## src/rtl/core/ngcp_pkg.sv

```systemverilog
// ----------------------------------------------------------------------------
// ngcp_pkg
// Shared types and constants for the n-gram count-table predictor.
// ----------------------------------------------------------------------------
package ngcp_pkg;

  localparam logic [1:0] ACT_TRAIN   = 2'd0;
  localparam logic [1:0] ACT_PREDICT = 2'd1;
  localparam logic [1:0] ACT_CONTEXT = 2'd2;
  localparam logic [1:0] ACT_CLEAR   = 2'd3;

  localparam logic [1:0] LVL_QUAD = 2'd0;
  localparam logic [1:0] LVL_TRI  = 2'd1;
  localparam logic [1:0] LVL_BI   = 2'd2;
  localparam logic [1:0] LVL_UNI  = 2'd3;

  localparam logic [15:0] COUNT_MAX   = 16'hFFFF;
  localparam logic [15:0] SCORE_SCALE = 16'hFFFF;

  localparam logic [1:0] REG_SLOTS  = 2'd0;
  localparam logic [1:0] REG_THRESH = 2'd1;
  localparam logic [1:0] REG_SMOOTH = 2'd2;

  typedef enum logic [3:0] {
    ST_CLEAR,     // sweep memories after reset
    ST_IDLE,
    ST_UNI_RD,    // unigram read issued
    ST_UNI_WR,    // unigram update
    ST_SCAN,      // slot scan of current level
    ST_SCAN_END,  // last read data arrives
    ST_LEARN,     // write back learned slot
    ST_DIV_GO,    // launch the division on the settled sums
    ST_DIV,       // confidence division
    ST_JUDGE,     // fold level into cascade
    ST_OUT        // hold result
  } state_t;

  // Controller -> datapath commands
  typedef struct packed {
    logic       clr_start;
    logic       clr_step;
    logic       take;       // latch input item
    logic       uni_rd;
    logic       uni_wr;
    logic       scan_start;
    logic       scan_step;
    logic       scan_last;
    logic       learn_wr;
    logic       div_start;
    logic       judge;
    logic       next_level;
    logic       finish;     // latch result
    logic       push;
    logic       zero_ctx;
  } cmd_t;

  // Datapath -> controller status
  typedef struct packed {
    logic       clr_done;
    logic       scan_done;
    logic       div_done;
    logic       level_empty;
    logic       stop;       // cascade stops after this level
    logic [1:0] level;
  } stat_t;

  function automatic logic [15:0] mix_one(input logic [15:0] a);
    logic [31:0] h;
    h = {16'd0, a};
    h = h ^ (h << 7); h = h ^ (h >> 9); h = h ^ (h << 3);
    return h[15:0];
  endfunction

  function automatic logic [15:0] mix_two(input logic [15:0] b, input logic [15:0] a);
    logic [31:0] h;
    h = {b, a};
    h = h ^ (h >> 11); h = h ^ (h << 7); h = h ^ (h >> 5);
    return h[15:0];
  endfunction

  function automatic logic [15:0] mix_three(input logic [15:0] c, input logic [15:0] b,
                                            input logic [15:0] a);
    logic [31:0] h;
    h = {c, 16'd0} ^ {8'd0, b, 8'd0} ^ {16'd0, a};
    h = h ^ (h >> 13); h = h ^ (h << 5); h = h ^ (h >> 9);
    return h[15:0];
  endfunction

endpackage

```

## src/rtl/core/ngcp_ctrl.sv

```systemverilog
// ----------------------------------------------------------------------------
// ngcp_ctrl
// Sequencer for clearing, training and the prediction cascade.
// ----------------------------------------------------------------------------
module ngcp_ctrl
  import ngcp_pkg::*;
(
  input  logic       clk,
  input  logic       rst,
  input  logic       in_fire,
  input  logic [1:0] in_action,
  input  logic       out_fire,
  input  stat_t      stat,
  output cmd_t       cmd,
  output logic       busy_n,   // ready for an item
  output logic       out_valid
);
  state_t state, state_next;
  logic   first;
  logic   cmd_train_q;

  // Mark the first cycle after reset to launch the clear sweep
  always_ff @(posedge clk) begin
    if (rst) begin
      state <= ST_CLEAR;
      first <= 1'b1;
    end else begin
      state <= state_next;
      first <= 1'b0;
    end
  end

  // Remember whether the running item trains
  always_ff @(posedge clk) begin
    if (rst) begin
      cmd_train_q <= 1'b0;
    end else if (state == ST_IDLE && in_fire) begin
      cmd_train_q <= (in_action == ACT_TRAIN);
    end
  end

  // Next state and commands
  always_comb begin
    state_next = state;
    cmd        = '0;
    busy_n     = 1'b0;
    out_valid  = 1'b0;
    unique case (state)
      ST_CLEAR: begin
        cmd.clr_start = first;
        cmd.clr_step  = !first;
        if (!first && stat.clr_done) state_next = ST_IDLE;
      end
      ST_IDLE: begin
        busy_n = 1'b1;
        if (in_fire) begin
          cmd.take = 1'b1;
          unique case (in_action)
            ACT_TRAIN:   state_next = ST_UNI_RD;
            ACT_PREDICT: state_next = ST_SCAN;
            default:     state_next = ST_OUT;
          endcase
          if (in_action == ACT_TRAIN || in_action == ACT_PREDICT) cmd.scan_start = 1'b1;
        end
      end
      ST_UNI_RD: begin
        cmd.uni_rd = 1'b1;
        state_next = ST_UNI_WR;
      end
      ST_UNI_WR: begin
        cmd.uni_wr     = 1'b1;
        cmd.scan_start = 1'b1;
        state_next     = ST_SCAN;
      end
      ST_SCAN: begin
        cmd.scan_step = 1'b1;
        if (stat.scan_done) state_next = ST_SCAN_END;
      end
      ST_SCAN_END: begin
        cmd.scan_last = 1'b1;
        // training writes back instead of dividing
        if (cmd_train_q) state_next = ST_LEARN;
        else state_next = ST_DIV_GO;
      end
      ST_LEARN: begin
        cmd.learn_wr = 1'b1;
        if (stat.level == LVL_BI) begin
          cmd.push   = 1'b1;
          state_next = ST_OUT;
        end else begin
          cmd.next_level = 1'b1;
          cmd.scan_start = 1'b1;
          state_next     = ST_SCAN;
        end
      end
      ST_DIV_GO: begin
        // skip the division for a level with no counts
        if (stat.level_empty) begin
          state_next = ST_JUDGE;
        end else begin
          cmd.div_start = 1'b1;
          state_next    = ST_DIV;
        end
      end
      ST_DIV: begin
        if (stat.div_done) state_next = ST_JUDGE;
      end
      ST_JUDGE: begin
        cmd.judge = 1'b1;
        if (stat.stop || stat.level == LVL_BI) begin
          cmd.finish = 1'b1;
          state_next = ST_OUT;
        end else begin
          cmd.next_level = 1'b1;
          cmd.scan_start = 1'b1;
          state_next     = ST_SCAN;
        end
      end
      ST_OUT: begin
        out_valid = 1'b1;
        if (out_fire) state_next = ST_IDLE;
      end
      default: state_next = ST_IDLE;
    endcase
    if (state == ST_IDLE && in_fire && in_action == ACT_CONTEXT) cmd.push = 1'b1;
    if (state == ST_IDLE && in_fire && in_action == ACT_CLEAR) cmd.zero_ctx = 1'b1;
  end
endmodule

```

## config.mk

```make
export PLATFORM = sky130hd
export DESIGN_NAME = ngcp_ctrl
export DESIGN_NICKNAME = d
export VERILOG_FILES = /design/src/rtl/core/ngcp_pkg.sv /design/src/rtl/core/ngcp_ctrl.sv
export SDC_FILE = /design/constraint.sdc
export NUM_CORES = 1
export LEC_CHECK = 0
export BUFFER_PORTS_ARGS = -buffer_cell sky130_fd_sc_hd__buf_2
export CORE_MARGIN = 3
export CORE_UTILIZATION = 40
export CTS_BUF_LIST = sky130_fd_sc_hd__clkbuf_16
export CTS_CLUSTER_DIAMETER = 120
export CTS_CLUSTER_SIZE = 24
export DETAILED_ROUTE_END_ITERATION = 8
export PLACE_DENSITY = 0.77
export SETUP_SLACK_MARGIN = 0.1
export SLEW_MARGIN = 20
export SYNTH_ARGS = -nofsm -noshare
export SYNTH_HDL_FRONTEND = slang
export SYNTH_SLANG_ARGS = --single-unit
```

## constraint.sdc

```tcl
create_clock -name clk -period 1.9 [get_ports clk]
set_input_delay 0.095 -clock clk [delete_from_list [all_inputs] [get_ports clk]]
set_output_delay 0.095 -clock clk [all_outputs]
set_load 0.005 [all_outputs]
```

==> results of run 1 <==
-- path summary, 6_finish.rpt --
| kind | endpoint | slack, ps | from | cells past startpoint |
|---|---|---|---|---|
| max | cmd[1] | 190 | state[1]$_SDFFE_PP0P_ | 6 |
| min | first$_DFF_P_ | 80 | rst | 1 |
| max reg2reg | state[2]$_SDFFE_PP0P_ | 320 | state[2]$_SDFFE_PP0P_ | 5 |
| min reg2reg | cmd_train_q$_SDFFE_PP0P_ | 500 | cmd_train_q$_SDFFE_PP0P_ | 2 |
-- flip-flops by register name (all words and copies together) (netlist names) --
register,flops
first,1
state,4
cmd_train_q,1
-- metal layers --
layer | GRT usage | share of wire
met2 | 0.2674 | 0.49
met4 | 0.07229 | 0.013
met1 | 0.2241 | 0.40
met5 | 0 | 0
met3 | 0.06504 | 0.098
-- worst max-delay path, cell delays in order (launching register included) --
cell      delay, ps
dfxtp_1         320
buf_6           150
nand2b_4        160
nor4b_4         410
nand2_1          90
o21bai_1        130
buf_2           130
-- logic make-up after synthesis --
kind of cell           synth area share
multiplexers                    0.07758
flip-flops                       0.2069
buffers and inverters           0.06682
AO/OA/AOI/OAI                    0.2134
AND/OR/NAND/NOR                  0.4354
-- stage by stage --
step	hold WS [ps]	instances
2_1_floorplan	122.7	77
3_3_place_gp	315.8	120
3_5_place_dp	310.1	120
4_1_cts	80.62	123
5_1_grt	83.73	124
6_report	83.24	124
-- repair_timing --
action                     CTS  global route
setup endpoints to repair    3             3
gates resized for setup      1             5
buffers inserted             0             1
gates cloned                 0             0
pin swaps                    0             1
-- power by group through the flow --
stage	registers (mW)	logic (mW)	clock network, mW
4_1_cts	0.138	0.0628	0.342
6_report	0.139	0.0656	0.335
5_1_grt	0.140	0.0731	0.353
3_3_place_gp	0.139	0.0619	0
2_1_floorplan	0.135	0.0371	0
3_5_place_dp	0.139	0.0625	0
-- layout make-up --
cell class	count	area, um2	area share
clock buffers	3	75.07	0.08863
inverters	5	18.77	0.02216
multi-input cells	62	432.9	0.5111
flip-flops and latches	6	122.6	0.1448
well taps	15	18.77	0.02216
repair buffers	33	178.9	0.2112
-- synth_stat cells, types with 2 or more instances --
| master | instances |
|---|---|
| nand2_1 | 3 |
| nand2b_1 | 5 |
| nand3_1 | 2 |
| a211oi_1 | 3 |
| inv_1 | 5 |
| nor3_1 | 5 |
| a21oi_1 | 3 |
| nor2_1 | 9 |
| buf_2 | 4 |
| mux2i_1 | 3 |
| nor4_1 | 2 |
| o21ai_0 | 3 |
| dfxtp_1 | 6 |
| a221oi_2 | 2 |
| or3_1 | 2 |
| and2_1 | 2 |
==> impl_metrics.tcl, run 1 <==
set metrics [dict create \
    grtUsageTotal 0.1763 \
    drc 0 \
    start_util 0.4353 \
    antenna_found_initial 0 \
    core-area_mm2 0.001334 \
    firstDrtPassIters 4 \
    port_buffers 29 \
    yosysSeqAreaShare 0.2069 \
    synth_seq_cells 6 \
    finClkSkew_ps 0.7348 \
    p_seq_frac 0.257 \
    grt_pass1_vias 597 \
    criticalPathCategory "reg -> out" \
    fillers 131 \
    ys_async_sr_fraction 0 \
    fin_crit_ps 1706 \
    grt-ovfl-total 0 \
    die_w_um 44.10 \
    tightest_slew_ps 372.8 \
    grt_first_pass_wirelength_mm 2.615 \
    synth_edf_count 0 \
    wl_per_cell_um 13.21 \
    clockBufferDepth 2 \
    clockPowerShare 0.621 \
    powerDensity_mw_per_mm2 636.4 \
    p_leak_nw 0.3901 \
    place_ws_ps 272.9 \
    tns_ps 0 \
    drt_iter0_markers 11 \
    max-vdd-ir-drop_v 0.001139 \
    hold_class "in -> reg" \
    power_mw 0.5391 \
    via_count 716 \
    ys_types 34 \
    slew_headroom 0.7495 \
    sw_frac_of_total 0.1933 \
    worstSkewPairLatency_ps 220 \
    globalplace.congestion 0.8531 \
    cap_violations 0 \
    maxSlewViolCount 0 \
    ys.flop_type "dfxtp_1" \
    finalNetCount 124 \
    clkTransAtPathRegs_ps 30 \
    cts_hold_buf 0 \
    outcome "finished, final reports clean" \
    synthTopCellsByArea "dfxtp_1 21%, nor2_1 5.8%, nand2b_1 5.4%, mux2i_1 5.2%, a221oi_2 5.2%" \
    synth_top_area_frac 0.2069 \
    die_h_um 44.10 \
    avgViaCountPerCell 5.774 \
    finalSetupViolations 0 \
    intPower_mw 0.4349 \
    hold_violations 0 \
    totalWireLength_mm 1.638 \
    period_share 0.8981 \
    syn-num-nets 90 \
    htree_levels 1 \
    cts_buffers 3 \
    ant_nets 0 \
    cp_max_fo 14 \
    p_sw_mw 0.1042 \
    arrival_ps 1610 \
    io_pins 30 \
    cts_tree "built" \
    startpoint_type "register" \
    layout_common_cells "29 x buf_2, 9 x nor2_1, 5 x nor3_1, 5 x inv_1" \
    final_common_cell "buf_2" \
    clock.fmax_ghz 0.5860 \
    postLayoutCoreUtil 0.6351 \
    syn_area_um2 580.6 \
    fp-row-count 13 \
    dp_hpwl_mm 1.254 \
    combPwrFrac 0.122 \
    grt_setup_unrepaired "false" \
    drive_gt1_frac 0.4312 \
    yosysTopAreaCell "dfxtp_1" \
    cp-end-kind "output pin" \
    syn2layout_area_growth_pct 45.91 \
    design.die.area_mm2 0.001944 \
    grt_start_max_net_pins 17 \
    cts-root-buf "clkbuf_16" \
    synth_cells 77 \
    n_antenna_cell 0 \
    syn_avg_cell_area_um2 7.540 \
    yosys_warnings 0 \
    postLayoutSetupSlackWorst_ps 193.6 \
    clkSinkCount 6 \
    worstPathRequired_ps 1800 \
    fin_area_um2 847.1 \
    place_area_um2 747.0 \
]
No activity file was read; power rests on OpenSTA's default activity.
==> run 2, diff against run 1 <==
GPL_TIMING_DRIVEN = 0   (was unset)
SLEW_MARGIN = 15   (was 20)
==> run 2 against run 1 <==
  * Sequential share of layout area shrank 0.23 points
  * Utilization shrank 0.28 points
  * Critical path depth shrank 1
  * Fmax grew 0.33%
  * Register-to-register slack is essentially flat
  * Critical endpoint unchanged
  * Largest power group unchanged
==> impl_metrics.tcl, run 2 (synthesized netlist as in run 1, its figures left out) <==
set metrics [dict create \
    outcome "finished, final reports clean" \
    grt_setup_unrepaired "false" \
    finalSetupViolations 0 \
    wl_per_cell_um 13.76 \
    p_leak_nw 0.3987 \
    combPwrFrac 0.130 \
    core-area_mm2 0.001334 \
    dp_hpwl_mm 1.291 \
    die_h_um 44.10 \
    finClkSkew_ps 2.660 \
    fin_crit_ps 1701 \
    hold_violations 0 \
    cts_buffers 3 \
    start_util 0.4353 \
    antenna_found_initial 0 \
    clkSinkCount 6 \
    io_pins 30 \
    hold_class "in -> reg" \
    slew_headroom 0.7396 \
    totalWireLength_mm 1.734 \
    cap_violations 0 \
    layout_common_cells "33 x buf_2, 9 x nor2_1, 6 x dfxtp_1" \
    globalplace.congestion 0.8131 \
    grtUsageTotal 0.1824 \
    via_count 715 \
    largest_registers "state: 4 flops, cmd_train_q: 1 flops, first: 1 flops" \
    p_seq_frac 0.243 \
    regMostFlops "state" \
    period_share 0.8952 \
    grt-ovfl-total 0 \
    largest_register_ffs 4 \
    die_w_um 44.10 \
    clkTransAtPathRegs_ps 30 \
    sw_frac_of_total 0.2111 \
    worstSkewPairLatency_ps 230 \
    cp-end-kind "output pin" \
    worstPathRequired_ps 1800 \
    avgViaCountPerCell 5.675 \
    min_to "first$_DFF_P_" \
    htree_levels 1 \
    cts_tree "built" \
    fp-row-count 13 \
    p_sw_mw 0.1169 \
    maxSlewViolCount 0 \
    n_antenna_cell 0 \
    drt_iter0_markers 17 \
    r2r-start "state[1]$_SDFFE_PP0P_" \
    clockBufferDepth 2 \
    power_mw 0.5538 \
    grt_start_max_net_pins 11 \
    grt_first_pass_wirelength_mm 2.622 \
    syn2layout_area_growth_pct 45.26 \
    criticalPathCategory "reg -> out" \
    firstDrtPassIters 4 \
    fillers 125 \
    clockPowerShare 0.627 \
    arrival_ps 1610 \
    powerDensity_mw_per_mm2 656.7 \
    cp_max_fo 7 \
    startpoint_type "register" \
    rrSetupSlack_ps 310 \
    grt_pass1_vias 595 \
    r2r-end "state[2]$_SDFFE_PP0P_" \
    final_common_cell "buf_2" \
    cts-root-buf "clkbuf_16" \
    tns_ps 0 \
    design.die.area_mm2 0.001944 \
    reg2regPathDepth 5 \
    tightest_slew_ps 387.0 \
    ant_nets 0 \
    hold_path.startpoint "rst" \
    max-vdd-ir-drop_v 0.0006376 \
    clock.fmax_ghz 0.5880 \
    port_buffers 29 \
    drive_gt1_frac 0.4324 \
    finalNetCount 126 \
    intPower_mw 0.4369 \
    drc 0 \
    whs_path_depth 1 \
]
## run 2: cell types whose count changed in the layout (fill, tap and decap cells not counted), sizes merged
cell | previous run | this run
buf | 33 | 35
## run 2: metal layers
metal | wire, um | vias to the layer above | global-route usage
met2 | 867 | 31 | 0.2907
met3 | 110 | 2 | 0.06098
met4 | 8 | 0 | 0.05422
met1 | 748 | 328 | 0.2327
li1 | - | 354 | -
met5 | 0 | - | 0
## run 2: timing repair
item | CTS | global route
endpoints found under the setup margin | 0 | 2
gates resized for setup | 0 | 3
hold buffers | 0 | 0
buffers inserted | 0 | 2
## run 2: power by group through the flow
stage / Clock, mW / Sequential, mW / Combinational (mW)
final: 0.347 / 0.135 / 0.0719
after floorplan: 0 / 0.135 / 0.0371
after detailed placement: 0 / 0.136 / 0.0674
after global routing: 0.355 / 0.135 / 0.0785
after global placement: 0 / 0.136 / 0.0654
after CTS: 0.347 / 0.134 / 0.0676
## run 2: worst max-delay path: stages (launching register included)
cell	delay (ps)
dfxtp_1	450
nand2b_1	170
nor4b_4	420
nand2_1	90
o21bai_1	120
buf_2	120
## run 2: area by class of cell
class	instances	area, um2	share of cell area
Inverter	5	18.77	0.02226
Clock buffer	3	75.07	0.08902
Multi-Input combinational cell	62	430.4	0.5104
Tap cell	15	18.77	0.02226
Sequential cell	6	120.1	0.1424
Timing Repair Buffer	31	160.2	0.1899
Buffer	4	20.02	0.02374
## run 2: worst max path at each step
stage	slack (ps)	endpoint	start	depth (start not counted)
after floorplan	440	state[3]$_SDFFE_PP0P_	state[1]$_SDFFE_PP0P_	4
after global placement	330	state[1]$_SDFFE_PP0P_	state[3]$_SDFFE_PP0P_	4
after detailed placement	340	state[1]$_SDFFE_PP0P_	state[3]$_SDFFE_PP0P_	4
after CTS	160	cmd[9]	state[3]$_SDFFE_PP0P_	5
after global routing	100	cmd[9]	state[0]$_SDFFE_PP0P_	5
final	200	cmd[1]	state[0]$_SDFFE_PP0P_	5
## run 2: stage by stage
stage                     instance area [um2]  utilization  hold slack [ps]  worst slack, ps  std cells
after floorplan                         580.6            -            122.7            438.1         77
after detailed placement                744.5       0.5582            297.0            335.2        121
after global routing                    843.3       0.6323            66.01            100.7        126
after global placement                  744.5       0.5582            295.4            328.9        121
after CTS                               819.5       0.6144            64.18            163.2        124
final                                   843.3       0.6323            69.94            199.2        126
==> run 3, diff against run 2 <==
--- a/config.mk
+++ b/config.mk
@@ -14,4 +14,5 @@
 export DETAILED_ROUTE_END_ITERATION = 8
 export GPL_TIMING_DRIVEN = 0
+export MAX_ROUTING_LAYER = met4
 export PLACE_DENSITY = 0.77
 export SETUP_SLACK_MARGIN = 0.1
==> constraint.sdc (replaced) <==
create_clock -name clk -period 1.9 [get_ports clk]
set_input_delay 0.38 -clock clk [delete_from_list [all_inputs] [get_ports clk]]
set_output_delay 0.38 -clock clk [all_outputs]
set_load 0.005 [all_outputs]
==> run 3 against run 2 <==
  * Global-route usage grew 1.3 points
  * Sequential cell count is the same
  * Count of clock-buffer cells in the layout is the same
  * Clock power is essentially flat
  * Register-to-register slack lost 130 ps
  * Fmax shrank 6.8%
  * Combinational power grew 18%
  * Clock skew shrank 0.74 ps
  * Utilization grew 7.8 points
  * Die area is the same
  * Total power grew 1.9%
  * Design area grew 12%
  * Highest routed layer unchanged
==> impl_metrics.tcl, run 3 (synthesized netlist as in run 1, its figures left out) <==
set metrics [dict create \
    grt_pass1_vias 605 \
    startpoint_type "register" \
    totalWireLength_mm 2.009 \
    fin_crit_ps 1824 \
    power_mw 0.5644 \
    hold_class "in -> reg" \
    cp_max_fo 6 \
    rrSetupSlack_ps 180 \
    layout_common_cells "30 x buf_2, 9 x nor2_1, 8 x buf_4" \
    hold_path.startpoint "rst" \
    max-vdd-ir-drop_v 0.0006692 \
    wl_per_cell_um 15.34 \
    p_leak_nw 0.4382 \
    cp-end-kind "output pin" \
    postLayoutCoreUtil 0.7101 \
    grt_setup_unrepaired "true" \
    powerDensity_mw_per_mm2 595.9 \
    n_antenna_cell 0 \
    cts_tree "built" \
    slew_headroom 0.7722 \
    start_util 0.4353 \
    firstDrtPassIters 4 \
    drt_iter0_markers 32 \
    outcome "finished, final reports clean" \
    tightest_slew_ps 333.1 \
    die_h_um 44.10 \
    cap_violations 0 \
    cts_hold_buf 0 \
    place_area_um2 744.5 \
    arrival_ps 1440 \
    hold_violations 0 \
    grtUsageTotal 0.1957 \
    fp-row-count 13 \
    maxSlewViolCount 0 \
    core-area_mm2 0.001334 \
    clkTransAtPathRegs_ps 40 \
    min_to "first$_DFF_P_" \
    grt_start_max_net_pins 11 \
    clockBufferDepth 2 \
    final_common_cell "buf_2" \
    r2r-start "state[2]$_SDFFE_PP0P_" \
    die_w_um 44.10 \
    tns_ps 0 \
    clock.fmax_ghz 0.5481 \
    largest_registers "state: 4 flops, cmd_train_q: 1 flops, first: 1 flops" \
    period_share 0.9602 \
    via_count 774 \
    criticalPathCategory "reg -> out" \
    io_pins 30 \
    largest_register_ffs 4 \
    drc 0 \
    syn2layout_area_growth_pct 63.15 \
    avgViaCountPerCell 5.908 \
    fin_area_um2 947.2 \
    ant_nets 0 \
    finalNetCount 131 \
    port_buffers 29 \
    htree_levels 1 \
    worstPathRequired_ps 1520 \
    finClkSkew_ps 1.922 \
    grt-ovfl-total 0 \
    grt_first_pass_wirelength_mm 2.711 \
    dp_hpwl_mm 1.291 \
    design.die.area_mm2 0.001944 \
    finalSetupViolations 0 \
    clkSinkCount 6 \
    drive_gt1_frac 0.5345 \
    cts_buffers 3 \
    globalplace.congestion 0.8251 \
    reg2regPathDepth 6 \
    regMostFlops "state" \
    worstSkewPairLatency_ps 230 \
    whs_path_depth 1 \
    cts-root-buf "clkbuf_16" \
    r2r-end "state[2]$_SDFFE_PP0P_" \
    antenna_found_initial 0 \
]
## run 3: cell types whose count changed in the layout (fill, tap and decap cells not counted), moves of 2 or more
cell	before	now
buf_4	2	8
dfxtp_1	6	2
buf_2	33	30
dfxtp_4	0	3
nand2b_4	0	2
nor3_1	5	3
nor3_2	0	2
## run 3: stage by stage
step / cells / setup WS (ps) / hold WS [ps]
2_1_floorplan: 77 / 380.3 / 407.7
3_3_place_gp: 121 / 124.5 / 488.8
3_5_place_dp: 121 / 140.2 / 506.1
4_1_cts: 126 / 59.57 / 349.2
5_1_grt: 131 / 20.65 / 350.8
6_report: 131 / 75.54 / 357.5
## run 3: worst max-delay path: stages, from the launching register on
cell and delay [ps]:
dfxtp_4 360, nand2b_4 150, nor4b_4 370, nand2_1 80, o21bai_1 120, buf_2 120
## run 3: what timing repair did
action / 4_1_cts / 5_1_grt
cloned: 0 / 0
setup buffers: 2 / 5
gates resized for setup: 15 / 8
pin swaps: 2 / 2
endpoints found under the setup margin: 5 / 6
## run 3: layout make-up
| class | instances | area (um2) |
|---|---|---|
| flip-flops and latches | 6 | 132.6 |
| clock buffers | 3 | 75.07 |
| fillers | 104 | 386.6 |
| inverters | 5 | 18.77 |
| well taps | 15 | 18.77 |
| multi-input cells | 62 | 465.4 |
| plain buffers | 4 | 38.79 |
| repair buffers | 36 | 197.7 |
## run 3: worst max-delay path by stage
stage                     depth (start not counted)  slack, ps                  start     end
after CTS                                         5         60  state[3]$_SDFFE_PP0P_  cmd[9]
after global routing                              5         20  state[1]$_SDFFE_PP0P_  cmd[1]
after detailed placement                          5        140  state[3]$_SDFFE_PP0P_  cmd[9]
final                                             5         80  state[1]$_SDFFE_PP0P_  cmd[1]
after global placement                            5        120  state[3]$_SDFFE_PP0P_  cmd[9]
after floorplan                                   4        380  state[1]$_SDFFE_PP0P_  cmd[9]
## run 3: where the power goes
part,total (mW),switching [mW],internal (mW)
sequential,0.133,0.00590,0.127
clock,0.346,0.0759,0.271
combinational,0.0846,0.0398,0.0449
## run 3: metal layers
| layer | GRT usage | share of wire | up-vias |
|---|---|---|---|
| met5 | - | 0 | - |
| met4 | 0.05422 | 0.025 | 0 |
| met3 | 0.06098 | 0.084 | 6 |
| met2 | 0.3110 | 0.50 | 53 |
| met1 | 0.2376 | 0.39 | 347 |
| li1 | - | - | 368 |
